## src/gate_opener_controller_macros.svh

```systemverilog
// Assertion helpers for the gate opener controller.
`ifndef GATE_OPENER_CONTROLLER_MACROS_SVH
`define GATE_OPENER_CONTROLLER_MACROS_SVH

`ifndef SYNTHESIS
`define GOC_ASSERT(label, clk, rst, prop) \
  label: assert property (@(posedge clk) disable iff (rst) prop) \
    else $error("gate opener controller: check failed");
`define GOC_ASSERT_NEXT(label, clk, rst, ante, cons) \
  label: assert property (@(posedge clk) disable iff (rst) (ante) |=> (cons)) \
    else $error("gate opener controller: sequence check failed");
`else
`define GOC_ASSERT(label, clk, rst, prop)
`define GOC_ASSERT_NEXT(label, clk, rst, ante, cons)
`endif

`endif

```

## src/goc_pkg.sv

```systemverilog
package goc_pkg;

  localparam int unsigned CountWidth = 16;
  localparam logic [CountWidth-1:0] TimeoutReset = 16'd3600;

  typedef enum logic [2:0] {
    ST_INIT    = 3'd0,
    ST_CLOSING = 3'd1,
    ST_OPENING = 3'd2,
    ST_OPEN    = 3'd3,
    ST_CLOSED  = 3'd4,
    ST_STOPPED = 3'd5,
    ST_ERROR   = 3'd6
  } gate_state_t;

  typedef enum logic [1:0] {
    FAULT_NONE    = 2'd0,
    FAULT_BOTH    = 2'd1,
    FAULT_TIMEOUT = 2'd2
  } fault_t;

  typedef enum logic [1:0] {
    LAMP_OFF     = 2'd0,
    LAMP_ERROR   = 2'd1,
    LAMP_MOVING  = 2'd2,
    LAMP_STOPPED = 2'd3
  } lamp_t;

  typedef struct packed {
    logic open_limit;
    logic closed_limit;
    logic photocell;
    logic push_button;
    logic open_command;
  } tick_t;

  typedef struct packed {
    logic        motor_open;
    logic        motor_close;
    lamp_t       lamp_mode;
    gate_state_t gate_state;
    fault_t      fault_code;
  } result_t;

  // Controller state carried from one tick to the next
  typedef struct packed {
    gate_state_t           state;
    logic [CountWidth-1:0] count;
    fault_t                fault;
  } ctrl_t;

endpackage

```

## src/goc_tick_if.sv

```systemverilog
interface goc_tick_if;
  logic           valid;
  logic           ready;
  goc_pkg::tick_t data;

  modport source (output valid, output data, input ready);
  modport sink (input valid, input data, output ready);
endinterface

```

## src/goc_result_if.sv

```systemverilog
interface goc_result_if;
  logic             valid;
  logic             ready;
  goc_pkg::result_t data;

  modport source (output valid, output data, input ready);
  modport sink (input valid, input data, output ready);
endinterface

```

## src/goc_step.sv

```systemverilog
module goc_step (
  input  goc_pkg::ctrl_t                       cur,
  input  logic [goc_pkg::CountWidth-1:0]       timeout,
  input  goc_pkg::tick_t                       tick,
  output goc_pkg::ctrl_t                       nxt
);
  import goc_pkg::*;

  logic [CountWidth-1:0] cnt_inc;
  logic                  over;
  logic                  both;

  always_comb begin
    // saturating tick counter
    cnt_inc = (cur.count == '1) ? cur.count : cur.count + CountWidth'(1);
    over    = cnt_inc > timeout;
    both    = tick.open_limit & tick.closed_limit;
    nxt     = cur;

    unique case (cur.state)
      ST_CLOSING: begin
        nxt.count = cnt_inc;
        if (both) begin
          nxt.state = ST_ERROR;
          nxt.fault = FAULT_BOTH;
        end else if (tick.photocell) begin
          nxt.state = ST_OPENING;
        end else if (tick.closed_limit) begin
          nxt.state = ST_CLOSED;
        end else if (over) begin
          nxt.state = ST_ERROR;
          nxt.fault = FAULT_TIMEOUT;
        end
      end
      ST_OPENING: begin
        nxt.count = cnt_inc;
        if (both) begin
          nxt.state = ST_ERROR;
          nxt.fault = FAULT_BOTH;
        end else if (tick.open_limit) begin
          nxt.state = ST_OPEN;
        end else if (tick.push_button) begin
          nxt.state = ST_STOPPED;
        end else if (over) begin
          nxt.state = ST_ERROR;
          nxt.fault = FAULT_TIMEOUT;
        end
      end
      ST_OPEN: begin
        nxt.count = cnt_inc;
        if (tick.photocell) begin
          // obstacle holds the gate open and restarts the timer
          nxt.count = '0;
        end else if (tick.push_button || tick.open_command) begin
          nxt.state = ST_CLOSING;
        end else if (both) begin
          nxt.state = ST_ERROR;
          nxt.fault = FAULT_BOTH;
        end else if (over) begin
          nxt.state = ST_ERROR;
          nxt.fault = FAULT_TIMEOUT;
        end
      end
      ST_CLOSED: begin
        if (tick.push_button || tick.open_command) begin
          nxt.state = ST_OPENING;
        end else if (!tick.open_limit && !tick.closed_limit) begin
          nxt.state = ST_CLOSING;
        end else if (both) begin
          nxt.state = ST_ERROR;
          nxt.fault = FAULT_BOTH;
        end
      end
      ST_STOPPED: begin
        if (tick.push_button && !tick.closed_limit) begin
          nxt.state = ST_CLOSING;
        end else if (tick.open_limit && !tick.photocell) begin
          nxt.state = ST_OPENING;
        end else if (both) begin
          nxt.state = ST_ERROR;
          nxt.fault = FAULT_BOTH;
        end
      end
      ST_ERROR: begin
        // limit fault recovers once cleared; timeout holds until reset
        if (cur.fault == FAULT_BOTH && !both) begin
          nxt.state = ST_INIT;
        end
      end
      default: begin
        // init, and the unused code
        nxt.fault = FAULT_NONE;
        nxt.count = '0;
        if (both) begin
          nxt.state = ST_ERROR;
          nxt.fault = FAULT_BOTH;
        end else if (!tick.open_limit && !tick.closed_limit) begin
          nxt.state = ST_CLOSING;
        end else if (tick.closed_limit) begin
          nxt.state = ST_CLOSED;
        end else begin
          nxt.state = ST_OPEN;
        end
      end
    endcase

    if (nxt.state != cur.state) begin
      if (nxt.state == ST_CLOSING || nxt.state == ST_OPENING || nxt.state == ST_OPEN) begin
        nxt.count = '0;
      end
      if (nxt.state == ST_INIT) begin
        nxt.fault = FAULT_NONE;
      end
    end
  end

endmodule

```

## src/gate_opener_controller.sv

```systemverilog
// Channel   Dir  Payload                                          Handshake
// tick      in   open/closed limit, photocell, button, command    valid/ready
// result    out  motor open/close, lamp, gate state, fault code   valid/ready
// cfg_wr_*  in   timeout_ticks (16 bit)                           write enable
//
// One tick per clock while tick.ready is high: the next state is computed
// from the incoming tick and registered together with its result in the
// same cycle. A two-entry output buffer (result register plus skid) keeps
// ticks flowing while the result side stalls; tick.ready drops only when
// both entries are full. Synchronous reset returns the controller to init
// with the timeout at 3600 ticks and empties the output buffer.
module gate_opener_controller (
  input  logic                           clk,
  input  logic                           rst,
  goc_tick_if.sink                       tick,
  goc_result_if.source                   result,
  input  logic                           cfg_wr_en,
  input  logic [goc_pkg::CountWidth-1:0] cfg_wr_data
);
  import goc_pkg::*;
  `include "gate_opener_controller_macros.svh"

  logic [CountWidth-1:0] timeout;
  ctrl_t                 ctrl;
  ctrl_t                 ctrl_next;
  result_t               res_next;
  logic                  out_valid;
  result_t               out_data;
  logic                  skid_valid;
  result_t               skid_data;
  logic                  accept;
  logic                  taken;
  logic                  in_error;
  logic                  fault_set;
  logic                  timeout_latched;

  goc_step u_step (
    .cur     (ctrl),
    .timeout (timeout),
    .tick    (tick.data),
    .nxt     (ctrl_next)
  );

  always_comb begin
    res_next             = '0;
    res_next.motor_open  = (ctrl_next.state == ST_OPENING);
    res_next.motor_close = (ctrl_next.state == ST_CLOSING);
    res_next.gate_state  = ctrl_next.state;
    res_next.fault_code  = ctrl_next.fault;
    case (ctrl_next.state)
      ST_CLOSING, ST_OPENING: res_next.lamp_mode = LAMP_MOVING;
      ST_STOPPED:             res_next.lamp_mode = LAMP_STOPPED;
      ST_ERROR:               res_next.lamp_mode = LAMP_ERROR;
      default:                res_next.lamp_mode = LAMP_OFF;
    endcase
  end

  assign tick.ready   = !skid_valid;
  assign accept       = tick.valid && tick.ready;
  assign taken        = out_valid && result.ready;
  assign result.valid = out_valid;
  assign result.data  = out_data;

  assign in_error        = (ctrl.state == ST_ERROR);
  assign fault_set       = (ctrl.fault != FAULT_NONE);
  assign timeout_latched = in_error && (ctrl.fault == FAULT_TIMEOUT);

  always_ff @(posedge clk) begin
    if (rst) begin
      timeout    <= TimeoutReset;
      ctrl       <= '{state: ST_INIT, count: '0, fault: FAULT_NONE};
      out_valid  <= 1'b0;
      skid_valid <= 1'b0;
    end else begin
      if (cfg_wr_en) begin
        timeout <= cfg_wr_data;
      end
      if (accept) begin
        ctrl <= ctrl_next;
        // skid is empty whenever a transaction is accepted
        if (!out_valid || taken) begin
          out_valid <= 1'b1;
          out_data  <= res_next;
        end else begin
          skid_valid <= 1'b1;
          skid_data  <= res_next;
        end
      end else if (taken) begin
        out_valid  <= skid_valid;
        out_data   <= skid_data;
        skid_valid <= 1'b0;
      end
    end
  end

  `GOC_ASSERT(a_skid_behind_out, clk, rst, (!skid_valid || out_valid))
  `GOC_ASSERT(a_fault_only_in_error, clk, rst, (fault_set == in_error))
  `GOC_ASSERT(a_motor_exclusive, clk, rst, (!(out_valid && out_data.motor_open && out_data.motor_close)))
  `GOC_ASSERT_NEXT(a_timeout_sticks, clk, rst, timeout_latched, timeout_latched)

endmodule
```

## src/flat_wrapper.sv

```systemverilog
// flat-port wrapper written by rule: the top's interface ports become plain ports
module gate_opener_controller_flat import goc_pkg::*;
  (clk, rst, cfg_wr_en, cfg_wr_data, tick_valid, tick_data, tick_ready, result_valid, result_data, result_ready);
  goc_tick_if tick_i ();
  goc_result_if result_i ();
  input  logic clk;
  input  logic rst;
  input  logic cfg_wr_en;
  input  logic [goc_pkg::CountWidth-1:0] cfg_wr_data;
  input wire logic [$bits(tick_i.valid)-1:0] tick_valid;
  input wire logic [$bits(tick_i.data)-1:0] tick_data;
  output wire logic [$bits(tick_i.ready)-1:0] tick_ready;
  output wire logic [$bits(result_i.valid)-1:0] result_valid;
  output wire logic [$bits(result_i.data)-1:0] result_data;
  input wire logic [$bits(result_i.ready)-1:0] result_ready;
  assign tick_i.valid = tick_valid;
  assign tick_i.data = tick_data;
  assign tick_ready = tick_i.ready;
  assign result_valid = result_i.valid;
  assign result_data = result_i.data;
  assign result_i.ready = result_ready;
  gate_opener_controller u_core (.clk(clk), .rst(rst), .tick(tick_i), .result(result_i), .cfg_wr_en(cfg_wr_en), .cfg_wr_data(cfg_wr_data));
endmodule
```

## config.mk

```make
export PLATFORM = sky130hd
export DESIGN_NAME = gate_opener_controller_flat
export DESIGN_NICKNAME = d
export VERILOG_FILES = /design/src/goc_pkg.sv /design/src/goc_tick_if.sv /design/src/goc_result_if.sv /design/src/goc_step.sv /design/src/gate_opener_controller.sv /design/src/flat_wrapper.sv
export VERILOG_INCLUDE_DIRS = /design/src /design/src/src
export SDC_FILE = /design/constraint.sdc
export NUM_CORES = 1
export LEC_CHECK = 0
export BUFFER_PORTS_ARGS = -buffer_cell sky130_fd_sc_hd__buf_2
export CAP_MARGIN = 20
export CORE_ASPECT_RATIO = 1.25
export CORE_MARGIN = 2
export CORE_UTILIZATION = 64
export DETAILED_ROUTE_END_ITERATION = 12
export PLACE_DENSITY_LB_ADDON = 0.08
export REMOVE_ABC_BUFFERS = 1
export SLEW_MARGIN = 30
export SYNTH_ARGS = -nofsm -noshare
export SYNTH_HDL_FRONTEND = slang
export SYNTH_SLANG_ARGS = --single-unit
```

## constraint.sdc

```tcl
create_clock -name clk -period 11.85 [get_ports clk]
set_clock_uncertainty 0.2 [all_clocks]
set_input_delay 1.7775 -clock clk [delete_from_list [all_inputs] [get_ports clk]]
set_output_delay 1.7775 -clock clk [all_outputs]
set_load 0.02 [all_outputs]
```

==> results of run 1 <==
worst max-delay path, delay by kind of cell (launching register included):
kind	cells	cell delay, ps
xor+xnor	1	140
fa+ha+maj	2	510
flops	1	490
simple gates	9	2080
mux	1	180
compound gates	7	2310
buf+inv	1	110
registers in the layout, summed over array words and instances, names as in the netlist:
name and count:
u_core.ctrl 21, u_core.result.data 9, u_core.result.valid 1, u_core.skid_data 9, u_core.skid_valid 1, u_core.timeout 16
per-stage QoR:
step | util [%] | cell area, um^2 | total power [mW] | worst slack [ps]
after floorplan | - | 3620 | 0.307 | 6680
after global placement | 68.1 | 3880 | 0.340 | 5850
after detailed placement | 68.1 | 3880 | 0.342 | 5510
after CTS | 71.1 | 4050 | 0.499 | 5450
after global routing | 71.3 | 4070 | 0.524 | 5100
final | 71.3 | 4070 | 0.499 | 5730
synth_stat cells (8+ instances only):
| library cell | instances | share of area (%) |
|---|---|---|
| nand2_1 | 39 | 3.9 |
| nor3_1 | 11 | 1.5 |
| xnor2_1 | 12 | 2.8 |
| clkbuf_1 | 10 | 1.0 |
| inv_1 | 33 | 3.3 |
| o21ai_0 | 18 | 2.4 |
| nand4_1 | 8 | 1.3 |
| edfxtp_1 | 18 | 15 |
| ha_1 | 20 | 6.7 |
| nor2_1 | 45 | 4.5 |
| a21oi_1 | 30 | 4.0 |
| nand3_1 | 13 | 1.7 |
| and3_1 | 8 | 1.3 |
| dfxtp_1 | 39 | 21 |
| mux2i_1 | 14 | 3.8 |
cell type report:
cell class | instances | area (um^2) | share of cell area (%)
well taps | 66 | 82.6 | 2.03
multi-input cells | 324 | 2190 | 53.8
clock inverters | 7 | 46.3 | 1.14
flip-flops and latches | 57 | 1320 | 32.5
clock buffers | 9 | 124 | 3.05
inverters | 33 | 124 | 3.05
repair buffers | 36 | 180 | 4.43
power by group:
part           total [mW]  internal [mW]  switching, mW
combinational       0.117         0.0438         0.0735
sequential          0.224          0.213         0.0108
clock               0.158         0.0752         0.0828
cell usage in the layout, fill, tap and decap left out, types with 9 or more instances in the layout:
cell type   n
nor2_1     45
nand2_1    39
dfxtp_1    39
buf_2      36
inv_1      33
a21oi_1    30
ha_1       20
o21ai_0    18
edfxtp_1   18
mux2i_1    14
nand3_1    13
xnor2_1    12
nor3_1     11
clkbuf_8    9
metal layers:
layer	vias to the layer above	wire length, um
li1	1644	-
met1	1555	3360
met2	127	4460
met3	29	467
met4	0	283
met5	-	0
cells by family (layout without fill, tap and decap cells):
| group | count (synthesis) | in the layout | synth area share [%] |
|---|---|---|---|
| and+or+nand+nor | 160 | 160 | 21.5 |
| AOI/OAI and AO/OA | 115 | 115 | 22.7 |
| DFF | 57 | 57 | 35.5 |
| buffers and inverters | 53 | 85 | 6.11 |
| adders and majority gates | 20 | 20 | 6.72 |
| muxes | 17 | 17 | 4.67 |
| xor gates and xnor gates | 12 | 12 | 2.82 |
worst max-delay path by stage:
| stage | to | startpoint |
|---|---|---|
| 4_1_cts | u_core.ctrl[11]$_SDFFE_PP0P_ | u_core.ctrl[4]$_SDFFE_PP0P_ |
| 3_5_place_dp | u_core.ctrl[12]$_SDFFE_PP0P_ | u_core.ctrl[4]$_SDFFE_PP0P_ |
| 2_1_floorplan | u_core.ctrl[7]$_SDFFE_PP0P_ | u_core.ctrl[2]$_SDFFE_PP0P_ |
| 6_report | u_core.ctrl[11]$_SDFFE_PP0P_ | u_core.ctrl[4]$_SDFFE_PP0P_ |
| 5_1_grt | u_core.ctrl[8]$_SDFFE_PP0P_ | u_core.ctrl[4]$_SDFFE_PP0P_ |
| 3_3_place_gp | u_core.ctrl[7]$_SDFFE_PP0P_ | u_core.ctrl[2]$_SDFFE_PP0P_ |
==> impl_metrics.toml, run 1 <==
[status]
status = "finished, final reports clean"

[routing]
drtAntennaViolNets = 0
drt-wirelength-per-cell_um = 16.1
vias_per_cell = 6.31
route.detailed.drc = 0
wirelength_mm = 8.57
detailedRoute.firstPassIterationCount = 5
vias = 3355
dr.first_iter.drc_count = 431

[critical_path]
worstSetupPathType = "reg2reg"
worst-r2r-setup-slack_ps = 5730
reg2regPathDepth = 21
critical_path_peak_fanout = 14
reg2reg_to = "u_core.ctrl[11]$_SDFFE_PP0P_"
max_stage_delay_ps = 720
worstReg2RegStart = "u_core.ctrl[4]$_SDFFE_PP0P_"
critical_path.slowest_cell = "a311oi_4"
crit_path_frequent_cell = "nand2_1"
worst_ep_required_time_ps = 11910
setup.worst_path.end_class = "register"
worstPathCellList = "nand4_1 -> nor4_1 -> nand2_1 -> and3_1 -> nor2b_1 -> nand2_1 -> xnor2_1 -> ha_1 -> a21oi_1 -> o21ai_0 -> a2111oi_1 -> a31oi_1 -> nand4b_1 -> nand2_1 -> inv_1 -> ha_1 -> nor3_1 -> a32oi_2 -> a311oi_4 -> a21oi_1 -> mux2i_1"
worst_ep_arrival_time_ps = 6180
critical_path.startpoint_type = "register"

[timing]
max_freq_mhz = 163
grt_setup_unrepaired = "false"
hold_viol = 0
final_period_minus_worst_setup_slack_ps = 6120
hold_ws_ps = 292
count_of_final_max_slew_check_failures = 0
setup_failing_eps_final = 0
max_slew_margin_pct = 47.2
worstMarginPinSlew_ps = 790
setup_total_negative_slack_ps = 0
final.period_utilization_pct = 51.6

[die]
placeableCoreArea_um2 = 5700
horizontal_die_dimension_um = 72.2
vertical_die_dimension_um = 89.3
initial_core_util_pct = 65.3
placement_rows = 31
fp.dieArea_um2 = 6450
floorplan.io_pins = 37

[global_route]
grt_max_degree = 27
initial_antenna_violation_count = 0
globalRouteMet2Util_pct = 48.6
grt_met1_usage_pct = 31.5
globalRouteOverflowTotal = 0
groute.layer.met3.usage_pct = 5.64
top_usage_layer = "met2"
groute.usage.overall_pct = 27.9
first_global_vias = 3065
grt_pass1_wl_mm = 13.9

[yosys]
syn_avg_cell_area_um2 = 8.58
number_of_enable_flip_flop_cells_after_synthesis = 18
netlist_area_um2 = 3720
yosysWarningCount = 0
yosysSeqAreaShare_pct = 35.5
predominant_post_synthesis_flop_cell = "dfxtp_1"
ys_ff_latch = 57
synthesis.instances = 434
asyncSetResetFlopFracSynth_pct = 0
netlist-cell-type-count = 72

[cts]
clk_transition_reported_paths_ps = 70
numCtsBuffers = 9
cts_setup_buffers = 0
cts.sinks = 57
tritoncts = "built"
htree_levels = 3
worstSkewPairLatency_ps = 340
cts_max_path_buffers = 2
post_cts_hold_buffer_count = 0
ctsResizeCount = 0
cts-root-buf = "clkbuf_8"

[finish]
antennaDiodeCount = 0
area_growth_syn_to_layout_pct = 9.17
final_cells = 532
final.fill_count = 454
final_layout_size_suffix_gt1_share_pct = 14.4
design.final.nets = 507

[worst_hold_path]
timing.hold.worst.class = "reg2reg"
holdCritStartpoint = "u_core.timeout[14]$_SDFFE_PP0P_"
hold-path-cell-count = 2
holdPathEnd = "u_core.timeout[14]$_SDFFE_PP0P_"

[place]
detailed_place_hpwl_mm = 6.31
gpl.final_weighted_congestion = 1.01
place_inst = 516
io_buffers = 36

[power_and_ir_drop]
ir_drop_mv = 0.0934
powerDensity_nw_per_um2 = 123
leakagePower_nw = 1.59

[flow_run]
max_cap_viol_count = 0
(Power assumes the default switching activity.)
==> run 2, diff against run 1 <==
--- a/config.mk
+++ b/config.mk
@@ -10,7 +10,7 @@
 export CAP_MARGIN = 20
 export CORE_ASPECT_RATIO = 1.25
 export CORE_MARGIN = 2
-export CORE_UTILIZATION = 64
+export CORE_UTILIZATION = 60
 export DETAILED_ROUTE_END_ITERATION = 12
 export PLACE_DENSITY_LB_ADDON = 0.08
 export REMOVE_ABC_BUFFERS = 1
==> constraint.sdc (replaced) <==
create_clock -name clk -period 5.95 [get_ports clk]
set_clock_uncertainty 0.2 [all_clocks]
set_input_delay 0.8925 -clock clk [delete_from_list [all_inputs] [get_ports clk]]
set_output_delay 0.8925 -clock clk [all_outputs]
set_load 0.02 [all_outputs]
==> run 2 against run 1 <==
Against the previous run:
- non-clock buffer count is 6 higher
- final cell count rose by 4.9%
- clock-buffer cell count unchanged
- first-iteration DRC count down 23%
- total power rose by 120%
- die area increased by 6.3%
- register-to-register slack worse by 5300 ps
- clock power rose to 2.6 times the previous value
- global-route usage down 0.65 points
- critical path depth did not move
- combinational power up 110%
==> impl_metrics.toml, run 2 (synthesized netlist as in run 1, its figures left out) <==
[timing]
final_period_minus_worst_setup_slack_ps = 5480
final.period_utilization_pct = 92.1
setup_total_negative_slack_ps = 0
max_slew_margin_pct = 44.8
worstMarginPinSlew_ps = 827
finalWorstSetupSlack_ps = 472
hold_viol = 0
max_freq_mhz = 183
setup_failing_eps_final = 0
count_of_final_max_slew_check_failures = 0
hold_ws_ps = 293
grt_setup_unrepaired = "false"

[power_and_ir_drop]
p_comb_share_pct = 21.8
share_clk_of_total_power_pct = 37.8
netSwitchingPower_mw = 0.350
sequentialPowerShare_pct = 40.4
leakagePower_nw = 1.65
ir_drop_mv = 0.176
switching_share_pct = 31.7
power.internal_mw = 0.753
powerDensity_nw_per_um2 = 263

[die]
vertical_die_dimension_um = 92.1
placement_rows = 32
fp.dieArea_um2 = 6860
placeableCoreArea_um2 = 6090
initial_core_util_pct = 61.2
floorplan.io_pins = 37
horizontal_die_dimension_um = 74.5

[critical_path]
reg2regPathDepth = 21
critical_path_peak_fanout = 14
critical_path.startpoint_type = "register"
reg2reg_to = "u_core.ctrl[7]$_SDFFE_PP0P_"
worstPathCellList = "and3_1 -> nand4_1 -> nor2_1 -> nand4_1 -> nor2_1 -> nand3b_1 -> o21a_1 -> ha_1 -> nand4_1 -> nor4_1 -> a21bo_2 -> a31oi_1 -> nand4b_1 -> nand2_1 -> inv_1 -> ha_1 -> nor3_1 -> a32oi_2 -> a311oi_2 -> buf_4 -> a221o_1"
worst_ep_required_time_ps = 6000
timing.critical_path.from = "u_core.ctrl[9]$_SDFFE_PP0P_"
max_stage_delay_ps = 440
worst_ep_arrival_time_ps = 5520
worstSetupPathType = "reg2reg"
critical_path.slowest_cell = "nor4_1"
path_delay_family = "simple AND/OR/NAND/NOR gates"
cp_num_cells = 21
worstPathBufferInverterCount = 2
worst-r2r-setup-slack_ps = 470
worst_setup_path_endpoint = "u_core.ctrl[7]$_SDFFE_PP0P_"
worstReg2RegStart = "u_core.ctrl[9]$_SDFFE_PP0P_"
crit_path_frequent_cell = "nand4_1"
setup.worst_path.end_class = "register"

[routing]
dr.first_iter.drc_count = 333
drt-wirelength-per-cell_um = 16.0
detailedRoute.firstPassIterationCount = 7
vias_per_cell = 6.00
route.detailed.drc = 0
drtAntennaViolNets = 0
vias = 3349
wirelength_mm = 8.91

[cts]
worstSkewPairLatency_ps = 350
numCtsBuffers = 9
cts_max_path_buffers = 2
clk_transition_reported_paths_ps = 80
htree_levels = 3
cts.sinks = 57
cts-root-buf = "clkbuf_8"
post_cts_hold_buffer_count = 0
tritoncts = "built"

[status]
status = "finished, final reports clean"

[finish]
regMostFlops = "u_core.ctrl"
final_layout_size_suffix_gt1_share_pct = 16.7
final.fill_count = 520
final_cell_mix = "nor2_1 (45), nand2_1 (38), dfxtp_1 (37), buf_2 (36), inv_1 (33)"
design.final.nets = 514
antennaDiodeCount = 0
area_growth_syn_to_layout_pct = 12.8
biggestRegsByFlops = "u_core.ctrl (21), u_core.timeout (16)"
largest_register_ffs = 21
final_common_cell = "nor2_1"
final_cells = 558

[global_route]
first_global_vias = 3089
grt_pass1_wl_mm = 14.3
groute.usage.overall_pct = 27.2
initial_antenna_violation_count = 0
grt_max_degree = 27
globalRouteOverflowTotal = 0

[flow_run]
max_cap_viol_count = 0

[place]
place_inst = 538
gpl.final_weighted_congestion = 0.926
io_buffers = 36
minimum_setup_slack_after_placement_ps = 429
detailed_place_hpwl_mm = 6.31

[worst_hold_path]
timing.hold.worst.class = "reg2reg"
## run 2: cell types whose count changed in the layout (fill, tap and decap cells not counted), moves of 2 or more
cell       previous run  this run
bufinv_16             0         2
dfxtp_1              39        37
clkinv_2              2         0
buf_4                 0         6
dfxtp_2               0         2
clkinv_4              1         3
## run 2: how the worst min path moves through the flow
stage	startpoint	endpoint	slack, ps	depth (start not counted)
after floorplan	u_core.timeout[10]$_SDFFE_PP1P_	u_core.timeout[10]$_SDFFE_PP1P_	260	2
after global placement	u_core.timeout[10]$_SDFFE_PP1P_	u_core.timeout[10]$_SDFFE_PP1P_	270	2
after detailed placement	u_core.timeout[14]$_SDFFE_PP0P_	u_core.timeout[14]$_SDFFE_PP0P_	280	2
after CTS	u_core.timeout[10]$_SDFFE_PP1P_	u_core.timeout[10]$_SDFFE_PP1P_	300	2
after global routing	u_core.timeout[10]$_SDFFE_PP1P_	u_core.timeout[10]$_SDFFE_PP1P_	320	2
final	u_core.timeout[14]$_SDFFE_PP0P_	u_core.timeout[14]$_SDFFE_PP0P_	290	2
## run 2: stage by stage
step | utilization, % | instance area (um^2) | power (mW)
3_3_place_gp | 64.6 | 3930 | 0.681
6_report | 69.0 | 4200 | 1.10
2_1_floorplan | - | 3620 | 0.612
3_5_place_dp | 64.6 | 3930 | 0.684
4_1_cts | 68.3 | 4160 | 1.10
5_1_grt | 69.0 | 4200 | 1.15
## run 2: what timing repair did
item                       in CTS  in global routing
resized for setup               0                  5
setup endpoints to repair       0                 14
setup buffers                   0                  3
## run 2: metal layers
metal | vias to the layer above | GRT usage [%] | wire, um
met5 | - | 0 | 0
met4 | 0 | 14.4 | 349
met3 | 36 | 4.84 | 360
met2 | 110 | 46.0 | 4590
met1 | 1549 | 31.9 | 3610
li1 | 1654 | - | -
## run 2: power by group through the flow
stage          clock, mW  combinational [mW]  sequential, mW
4_1_cts            0.421               0.232           0.445
3_3_place_gp           0               0.228           0.453
5_1_grt            0.437               0.263           0.449
6_report           0.417               0.241           0.446
3_5_place_dp           0               0.230           0.454
2_1_floorplan          0               0.157           0.454
## run 2: cell type report
class                      count  area, um^2  share of cell area (%)
multi-input combinational    325        2190                    52.2
clock inverter                 7         103                    2.44
tap                           85         106                    2.53
clock buffer                   9         124                    2.95
sequential                    57        1320                    31.5
timing repair buffer          42         225                    5.36
inverter                      33         124                    2.95
## run 2: tightest hold or removal path, cell delays in order (launching register included)
cell and delay [ps]:
dfxtp_1 330, mux2i_1 60, nor2_1 70
